[src/hdl/bat_pkg.sv]
`default_nettype none
// ----------------------------------------------------------------------------
// bat_pkg
// shared constants and a helper function for the advertising tracker classifier
// ----------------------------------------------------------------------------
package bat_pkg;

    localparam logic [2:0] KIND_NONE    = 3'd0;
    localparam logic [2:0] KIND_TAG     = 3'd1;
    localparam logic [2:0] KIND_NEARBY  = 3'd2;
    localparam logic [2:0] KIND_PAIRING = 3'd3;
    localparam logic [2:0] KIND_STAG    = 3'd4;
    localparam logic [2:0] KIND_UUID    = 3'd5;

    localparam logic [1:0] PH_LEN  = 2'd0;
    localparam logic [1:0] PH_TYPE = 2'd1;
    localparam logic [1:0] PH_VAL  = 2'd2;

    localparam logic [7:0] AD_MFR_DATA   = 8'hFF;
    localparam logic [7:0] AD_UUID16_INC = 8'h02;
    localparam logic [7:0] AD_UUID16_ALL = 8'h03;

    localparam logic [15:0] CID_VENDOR_A = 16'h004C;
    localparam logic [15:0] CID_VENDOR_B = 16'h0075;

    localparam logic [7:0] SUB_TAG     = 8'h12;
    localparam logic [7:0] SUB_NEARBY  = 8'h10;
    localparam logic [7:0] SUB_PAIRING = 8'h07;

    localparam logic [15:0] UUID_TRACK_A = 16'hFEED;
    localparam logic [15:0] UUID_TRACK_B = 16'hFD84;

    localparam logic [7:0] HOLD_NONE    = 8'd0;
    localparam logic [7:0] HOLD_CID_OK  = 8'd1;
    localparam logic [7:0] HOLD_WANT_MD = 8'd2;

    localparam logic [7:0] BYTE_LIMIT = 8'hFF;

    localparam int OUT_TDATA_W = 16;

    function automatic logic is_known_model(input logic [7:0] m);
        logic hit;
        begin
            case (m)
                8'h01, 8'h02, 8'h03, 8'h04, 8'h05, 8'h06, 8'h07, 8'h09,
                8'h0A, 8'h0B, 8'h0C, 8'h0D, 8'h0E, 8'h0F, 8'h10, 8'h11,
                8'h13, 8'h14, 8'h19, 8'h1A: hit = 1'b1;
                default: hit = 1'b0;
            endcase
            return hit;
        end
    endfunction

endpackage
`default_nettype wire

[src/hdl/ble_adv_tracker_classifier.sv]
`default_nettype none
// ----------------------------------------------------------------------------
// ble_adv_tracker_classifier
// walks advertising ad structures byte by byte and reports tracker kind
// ----------------------------------------------------------------------------
// The block takes one payload byte per clock cycle on the slave stream
// whenever the input is not stalled. Each byte passes an input register and
// then the structure-walk logic that updates the walk state; a byte marked
// tlast produces one result transaction, written to the output register when
// it leaves the input register. The output register is the only buffer for
// results, so the input stalls only when a last byte meets a result the
// sink has not yet taken. tuser marks the first byte of an advertisement.
module ble_adv_tracker_classifier
(
    input  wire logic        clk,
    input  wire logic        rst_n,
    input  wire logic        s_tvalid,
    output logic             s_tready,
    input  wire logic [7:0]  s_tdata,   // data_byte[7:0]
    input  wire logic        s_tuser,   // first
    input  wire logic        s_tlast,   // last
    output logic             m_tvalid,
    input  wire logic        m_tready,
    output logic [bat_pkg::OUT_TDATA_W-1:0] m_tdata
    // m_tdata: matched[0], kind[3:1], model[11:4], model_known[12], zero[15:13]
);
    import bat_pkg::*;

    // input register
    logic       in_valid_reg;
    logic       in_valid_next;
    logic [7:0] in_byte_reg;
    logic       in_first_reg;
    logic       in_last_reg;
    logic       advance;

    // walk state
    logic [7:0] count_reg,   count_next;
    logic [1:0] phase_reg,   phase_next;
    logic [7:0] len_reg,     len_next;
    logic [7:0] type_reg,    type_next;
    logic [7:0] vidx_reg,    vidx_next;
    logic [7:0] hold_reg,    hold_next;
    logic [2:0] pkind_reg,   pkind_next;
    logic [7:0] pmodel_reg,  pmodel_next;
    logic [2:0] fkind_reg,   fkind_next;
    logic [7:0] fmodel_reg,  fmodel_next;
    logic       stopped_reg, stopped_next;

    // output register
    logic                   out_valid_reg, out_valid_next;
    logic [OUT_TDATA_W-1:0] out_data_reg,  out_data_next;

    assign advance  = in_valid_reg && (!in_last_reg || !out_valid_reg || m_tready);
    assign s_tready = !in_valid_reg || advance;
    assign m_tvalid = out_valid_reg;
    assign m_tdata  = out_data_reg;

    always_comb
    begin
        in_valid_next = in_valid_reg;
        if (s_tready)
        begin
            in_valid_next = s_tvalid;
        end
        else if (advance)
        begin
            in_valid_next = 1'b0;
        end
    end

    always_ff @(posedge clk or negedge rst_n)
    begin
        if (!rst_n)
        begin
            in_valid_reg <= 1'b0;
        end
        else
        begin
            in_valid_reg <= in_valid_next;
        end
    end

    always_ff @(posedge clk)
    begin
        if (s_tvalid && s_tready)
        begin
            in_byte_reg  <= s_tdata;
            in_first_reg <= s_tuser;
            in_last_reg  <= s_tlast;
        end
    end

    always_comb
    begin
        logic [7:0]  c_count, c_len, c_type, c_vidx, c_hold, c_pmodel, c_fmodel;
        logic [1:0]  c_phase;
        logic [2:0]  c_pkind, c_fkind;
        logic        c_stopped;
        logic        end_struct;
        logic [7:0]  b;
        logic [15:0] pair;
        logic [2:0]  r_kind;
        logic [7:0]  r_model;
        logic        r_known;

        b          = in_byte_reg;
        pair       = {b, 8'd0};
        end_struct = 1'b0;
        r_kind     = KIND_NONE;
        r_model    = 8'd0;
        r_known    = 1'b0;

        if (in_first_reg)
        begin
            c_count   = 8'd0;
            c_phase   = PH_LEN;
            c_len     = 8'd0;
            c_type    = 8'd0;
            c_vidx    = 8'd0;
            c_hold    = HOLD_NONE;
            c_pkind   = KIND_NONE;
            c_pmodel  = 8'd0;
            c_fkind   = KIND_NONE;
            c_fmodel  = 8'd0;
            c_stopped = 1'b0;
        end
        else
        begin
            c_count   = count_reg;
            c_phase   = phase_reg;
            c_len     = len_reg;
            c_type    = type_reg;
            c_vidx    = vidx_reg;
            c_hold    = hold_reg;
            c_pkind   = pkind_reg;
            c_pmodel  = pmodel_reg;
            c_fkind   = fkind_reg;
            c_fmodel  = fmodel_reg;
            c_stopped = stopped_reg;
        end

        count_next   = c_count;
        phase_next   = c_phase;
        len_next     = c_len;
        type_next    = c_type;
        vidx_next    = c_vidx;
        hold_next    = c_hold;
        pkind_next   = c_pkind;
        pmodel_next  = c_pmodel;
        fkind_next   = c_fkind;
        fmodel_next  = c_fmodel;
        stopped_next = c_stopped;

        if (c_count != BYTE_LIMIT)
        begin
            count_next = c_count + 8'd1;
            if (!c_stopped)
            begin
                case (c_phase)
                    PH_LEN:
                    begin
                        if (b == 8'd0)
                        begin
                            stopped_next = 1'b1;
                        end
                        else
                        begin
                            len_next   = b;
                            phase_next = PH_TYPE;
                        end
                    end
                    PH_TYPE:
                    begin
                        type_next   = b;
                        vidx_next   = 8'd0;
                        hold_next   = HOLD_NONE;
                        pkind_next  = KIND_NONE;
                        pmodel_next = 8'd0;
                        if (c_len == 8'd1)
                        begin
                            end_struct = 1'b1;
                        end
                        else
                        begin
                            phase_next = PH_VAL;
                        end
                    end
                    default:
                    begin
                        pair = {b, c_hold};
                        if (c_type == AD_MFR_DATA)
                        begin
                            if (c_vidx == 8'd0)
                            begin
                                hold_next = b;
                            end
                            else if (c_vidx == 8'd1)
                            begin
                                hold_next = HOLD_NONE;
                                if (pair == CID_VENDOR_A)
                                begin
                                    hold_next = HOLD_CID_OK;
                                end
                                else if (pair == CID_VENDOR_B)
                                begin
                                    pkind_next = KIND_STAG;
                                end
                            end
                            else if (c_vidx == 8'd2)
                            begin
                                if (c_hold == HOLD_CID_OK)
                                begin
                                    hold_next = HOLD_NONE;
                                    if (b == SUB_TAG)
                                    begin
                                        pkind_next = KIND_TAG;
                                    end
                                    else if (b == SUB_NEARBY)
                                    begin
                                        pkind_next = KIND_NEARBY;
                                    end
                                    else if (b == SUB_PAIRING)
                                    begin
                                        hold_next = HOLD_WANT_MD;
                                    end
                                end
                            end
                            else if (c_vidx == 8'd3)
                            begin
                                if (c_hold == HOLD_WANT_MD)
                                begin
                                    pkind_next  = KIND_PAIRING;
                                    pmodel_next = b;
                                end
                                hold_next = HOLD_NONE;
                            end
                        end
                        else if (c_type == AD_UUID16_INC || c_type == AD_UUID16_ALL)
                        begin
                            if (!c_vidx[0])
                            begin
                                hold_next = b;
                            end
                            else if ((pair == UUID_TRACK_A || pair == UUID_TRACK_B)
                                     && c_pkind == KIND_NONE)
                            begin
                                pkind_next = KIND_UUID;
                            end
                        end
                        vidx_next = c_vidx + 8'd1;
                        if (vidx_next == c_len - 8'd1)
                        begin
                            end_struct = 1'b1;
                        end
                    end
                endcase

                if (end_struct)
                begin
                    if (pkind_next != KIND_NONE && c_fkind == KIND_NONE)
                    begin
                        fkind_next   = pkind_next;
                        fmodel_next  = pmodel_next;
                        stopped_next = 1'b1;
                    end
                    phase_next = PH_LEN;
                end
            end
        end

        r_kind = fkind_next;
        if (fkind_next == KIND_PAIRING)
        begin
            r_model = fmodel_next;
            r_known = is_known_model(fmodel_next);
        end

        out_data_next = {3'd0, r_known, r_model, r_kind, (r_kind != KIND_NONE)};

        if (in_last_reg)
        begin
            count_next   = 8'd0;
            phase_next   = PH_LEN;
            len_next     = 8'd0;
            type_next    = 8'd0;
            vidx_next    = 8'd0;
            hold_next    = HOLD_NONE;
            pkind_next   = KIND_NONE;
            pmodel_next  = 8'd0;
            fkind_next   = KIND_NONE;
            fmodel_next  = 8'd0;
            stopped_next = 1'b0;
        end
    end

    always_comb
    begin
        out_valid_next = out_valid_reg;
        if (advance && in_last_reg)
        begin
            out_valid_next = 1'b1;
        end
        else if (m_tready)
        begin
            out_valid_next = 1'b0;
        end
    end

    always_ff @(posedge clk or negedge rst_n)
    begin
        if (!rst_n)
        begin
            count_reg     <= 8'd0;
            phase_reg     <= PH_LEN;
            len_reg       <= 8'd0;
            type_reg      <= 8'd0;
            vidx_reg      <= 8'd0;
            hold_reg      <= HOLD_NONE;
            pkind_reg     <= KIND_NONE;
            pmodel_reg    <= 8'd0;
            fkind_reg     <= KIND_NONE;
            fmodel_reg    <= 8'd0;
            stopped_reg   <= 1'b0;
            out_valid_reg <= 1'b0;
        end
        else
        begin
            if (advance)
            begin
                count_reg   <= count_next;
                phase_reg   <= phase_next;
                len_reg     <= len_next;
                type_reg    <= type_next;
                vidx_reg    <= vidx_next;
                hold_reg    <= hold_next;
                pkind_reg   <= pkind_next;
                pmodel_reg  <= pmodel_next;
                fkind_reg   <= fkind_next;
                fmodel_reg  <= fmodel_next;
                stopped_reg <= stopped_next;
            end
            out_valid_reg <= out_valid_next;
        end
    end

    always_ff @(posedge clk)
    begin
        if (advance && in_last_reg)
        begin
            out_data_reg <= out_data_next;
        end
    end

`ifndef SYNTHESIS
    a_match_flag: assert property (@(posedge clk) disable iff (!rst_n)
        out_valid_reg |-> (out_data_reg[0] == (out_data_reg[3:1] != KIND_NONE)))
        else $error("matched flag disagrees with kind");

    a_model_only_pairing: assert property (@(posedge clk) disable iff (!rst_n)
        (out_valid_reg && out_data_reg[3:1] != KIND_PAIRING)
            |-> (out_data_reg[11:4] == 8'd0 && !out_data_reg[12]))
        else $error("model reported for non pairing kind");

    a_found_stops_walk: assert property (@(posedge clk) disable iff (!rst_n)
        (fkind_reg != KIND_NONE) |-> stopped_reg)
        else $error("committed match without stopped walk");

    a_last_gives_result: assert property (@(posedge clk) disable iff (!rst_n)
        (advance && in_last_reg) |=> out_valid_reg)
        else $error("last byte produced no result");

    a_phase_legal: assert property (@(posedge clk) disable iff (!rst_n)
        phase_reg != 2'd3)
        else $error("walk phase out of range");
`endif

endmodule
`default_nettype wire
[config.mk]
export PLATFORM = sky130hd
export DESIGN_NAME = ble_adv_tracker_classifier
export DESIGN_NICKNAME = d
export VERILOG_FILES = /design/src/hdl/bat_pkg.sv /design/src/hdl/ble_adv_tracker_classifier.sv
export SDC_FILE = /design/constraint.sdc
export NUM_CORES = 1
export LEC_CHECK = 0
export BUFFER_PORTS_ARGS = -buffer_cell sky130_fd_sc_hd__buf_2
export CAP_MARGIN = 25
export CELL_PAD_IN_SITES_DETAIL_PLACEMENT = 2
export CELL_PAD_IN_SITES_GLOBAL_PLACEMENT = 2
export CORE_AREA = 2 2 122 124
export DETAILED_ROUTE_END_ITERATION = 10
export DIE_AREA = 0 0 124 126
export GPL_TIMING_DRIVEN = 0
export PLACE_DENSITY_LB_ADDON = 0.15
export SLEW_MARGIN = 0
export SYNTH_ARGS = -nofsm -noshare
export SYNTH_HDL_FRONTEND = slang
export SYNTH_SLANG_ARGS = --single-unit
[constraint.sdc]
create_clock -name clk -period 5.2 [get_ports clk]
set_input_delay 0.52 -clock clk [delete_from_list [all_inputs] [get_ports clk]]
set_output_delay 0.52 -clock clk [all_outputs]
set_load 0.1 [all_outputs]
==> metrics.csv <==
stage,metric,value,unit
logic_synthesis,Cell variety after synth,79,
clocking,root buffer cell,clkbuf_16,
final_layout,area of the multi-input gates,3060,um^2
final_layout,max reg flops,13,
drt,Routed WL per cell,26.1,um
global_route,antenna violations before repair,0,
logic_synthesis,Post-Synthesis Cells,592,
sta,clk_skew,14.6,ps
min_path,hold crit path type,in2async,
logic_synthesis,Synth warnings,0,
sta,FMAX,206,MHz
sta,Setup-failing EPs final,0,
global_route,vias in the first global route,5697,
logic_synthesis,async set-reset flop share out of synthesis,74.4,%
critical_path,crit end category,flip-flop,
logic_synthesis,Synth Register Bits,90,
floorplanning,Ports,32,
sta,final setup margin,355,ps
logic_synthesis,ys flop type,dfrtp_1,
final_layout,final core occ,44.6,%
critical_path,crit path max fanout,10,
global_route,total gr overflow,0,
floorplanning,Initial Utilization,39.4,%
pwr,worst ir drop on vdd,203,uV
logic_synthesis,syn avg cell area,9.53,um^2
floorplanning,Rows,44,
pwr,leakage power,2.62,nW
sta,post-route minimum period,4840,ps
critical_path,"Arr. time, crit path",5060,ps
run_status,outcome,"complete, no violations",
critical_path,Setup crit start kind,flip-flop,
placed_design,Port Buffers,28,
clocking,CTS tree,built,
clocking,Clock Path Buffers,2,
global_route,largest net degree at the start of global routing,43,
sta,TNS Setup,0,ps
sta,unrepaired setup endpoints after global routing,false,
critical_path,critical path class,reg2reg,
sta,Worst Tran Pin Value,866,ps
critical_path,worst path required time,5410,ps
final_layout,ant diodes,0,
pwr,Power Density,270,nW/um^2
sta,Worst slew margin,41.9,%
final_layout,fillers,1585,
placed_design,pre-CTS setup slack,-924,ps
floorplanning,die area,15600,um^2
clocking,clock slew seen by the registers of the worst setup and hold paths,80,ps
final_layout,fraction of layout cells with a size suffix above 1,15.4,%
final_layout,fin nets,658,
clocking,cts bufs inserted,9,
clocking,# hold bufs at CTS,0,
drt,vias after detailed routing,5242,
clocking,H-tree lvl count,3,
placed_design,Final GP Congestion,0.921,
clocking,clk sink count,90,
drt,Iteration-0 DRC Markers,374,
drt,routed wire length,21500,um
global_route,GRT Util Overall,29.0,%
floorplanning,Die Span X,124,um
pwr,Design Power,1.72,mW
final_layout,storage element area,2370,um^2
sta,Final Hold Viols,0,
floorplanning,core footprint,14300,um^2
logic_synthesis,"EDFF count, synth",23,
critical_path,R2R setup slack,360,ps
final_layout,area grow syn2layout,13.1,%
clocking,Worst-Skew Late Latency,370,ps
drt,drt drc,0,
floorplanning,Die H,126,um
global_route,first-pass GRT wire length,33500,um
logic_synthesis,sequential area share after synthesis,42.0,%
placed_design,dpl hpwl,15800,um
sta,Max Transition Viols Final,0,
logic_synthesis,Post-Syn Area,5640,um^2
drt,first drt pass iteration count,4,
drt,via-per-instance ratio,6.35,
drt,remaining antenna violation count,0,
sta,Final period util,93.2,%
run,maxcap violations,0,
## cell usage after synthesis (5+ instances only)
cell type   n  area, um^2
a32o_1      9        90.1
or4_1       7        52.6
dfrtp_1    67        1680
nor2_1     38         143
ha_1        7        87.6
or3_1       7        43.8
nand3_1    14        70.1
inv_1      10        37.5
edfxtp_1   23         691
and2_1      8        50.1
o31ai_1     6        45.0
nand4_1     7        43.8
nand2_1    59         221
nand2b_1    5        31.3
and3_1      7        43.8
xnor2_1     7        61.3
o21ai_1    10        50.1
nor4_1      9        56.3
xor2_1      7        61.3
a22oi_1     6        45.0
o21ai_0    37         185
mux2i_1     5        50.1
mux2_2      5        56.3
a21oi_1    26         130
nor3_1     19        95.1
or3b_1      5        43.8
nor2b_1    21         131
clkbuf_1   21        78.8
a22o_1     38         333
buf_2       6        30.0
## timing repair
item                                    4_1_cts  5_1_grt
endpoints found under the hold margin         0        0
pin swaps                                     0        1
resized for setup                             7        5
setup buffers                                 0        3
endpoints found under the setup margin       76       24
## path summary, 6_finish.rpt
kind / start / to / depth (start not counted)
min in group clk: s_tlast / in_last_reg / 1
hold / removal: rst_n / vidx_reg[7] / 1
max in group asynchronous: rst_n / stopped_reg / 2
hold reg to reg: count_reg[0] / count_reg[0] / 2
setup reg to reg: in_first_reg / m_tdata[12] / 17
setup / recovery: in_first_reg / m_tdata[12] / 17
## layout make-up
| type | count | area share (%) |
|---|---|---|
| clock inverters | 7 | 0.922 |
| flip-flops and latches | 90 | 37.1 |
| multi-input cells | 456 | 48.0 |
| inverters | 11 | 0.647 |
| clock buffers | 9 | 3.53 |
| plain buffers | 36 | 3.02 |
| well taps | 184 | 3.61 |
| repair buffers | 33 | 3.10 |
## through the flow
step	hold WS, ps	area, um^2	instances
global route	107	6380	826
detailed placement	477	6050	808
CTS	94.1	6350	824
floorplan	224	5650	594
finish	88.7	6380	826
global placement	457	6020	806
## power breakdown
part | switching (mW) | internal [mW] | total [mW]
clock network | 0.326 | 0.333 | 0.659
logic | 0.204 | 0.0786 | 0.282
registers | 0.0316 | 0.751 | 0.783
total | 0.562 | 1.16 | 1.72
## per-layer routing
metal  global-route usage, %  routed length, um  vias up
met2                    47.2              10500      127
met3                    4.30                859       29
li1                        -                  -     2337
met5                       0                  0        -
met4                    9.19                492        0
met1                    39.5               9700     2749
## worst max-delay path: stages (launching register included)
cell,delay [ps]
edfxtp_1,380
buf_2,230
inv_2,180
clkbuf_2,350
clkbuf_2,360
nand2_1,180
inv_1,150
ha_1,400
nor2b_1,190
a41oi_1,140
nor4_1,320
a21bo_1,260
a31oi_1,170
o22ai_1,250
o311a_1,400
buf_6,160
or3_1,360
a211oi_2,190
## kinds of logic after synthesis
group                      Yosys count  synth area share (%)
xor gates and xnor gates            14                  2.17
AOI/OAI and AO/OA                  182                  23.3
and+or+nand+nor                    240                  25.0
muxes                               10                  1.89
buffers and inverters               48                  3.99
DFF                                 90                  42.0
adders and majority gates            7                  1.55
other                                1                0.0665
## cell usage in the layout, fill, tap and decap left out, types with 8 or more instances in the layout
master / netlist / layout
buf_2: 6 / 36
o21ai_1: 10 / 10
a21oi_1: 26 / 26
nor4_1: 9 / 9
o21ai_0: 37 / 37
buf_4: 4 / 8
a32o_1: 9 / 9
and2_1: 8 / 8
clkbuf_16: 0 / 9
edfxtp_1: 23 / 23
clkbuf_1: 21 / 15
nor2_1: 38 / 37
inv_1: 10 / 10
nor3_1: 19 / 19
nor2b_1: 21 / 21
dfrtp_1: 67 / 67
nand2_1: 59 / 59
nand3_1: 14 / 14
a22o_1: 38 / 38
No activity file was read; power rests on OpenSTA's default activity.
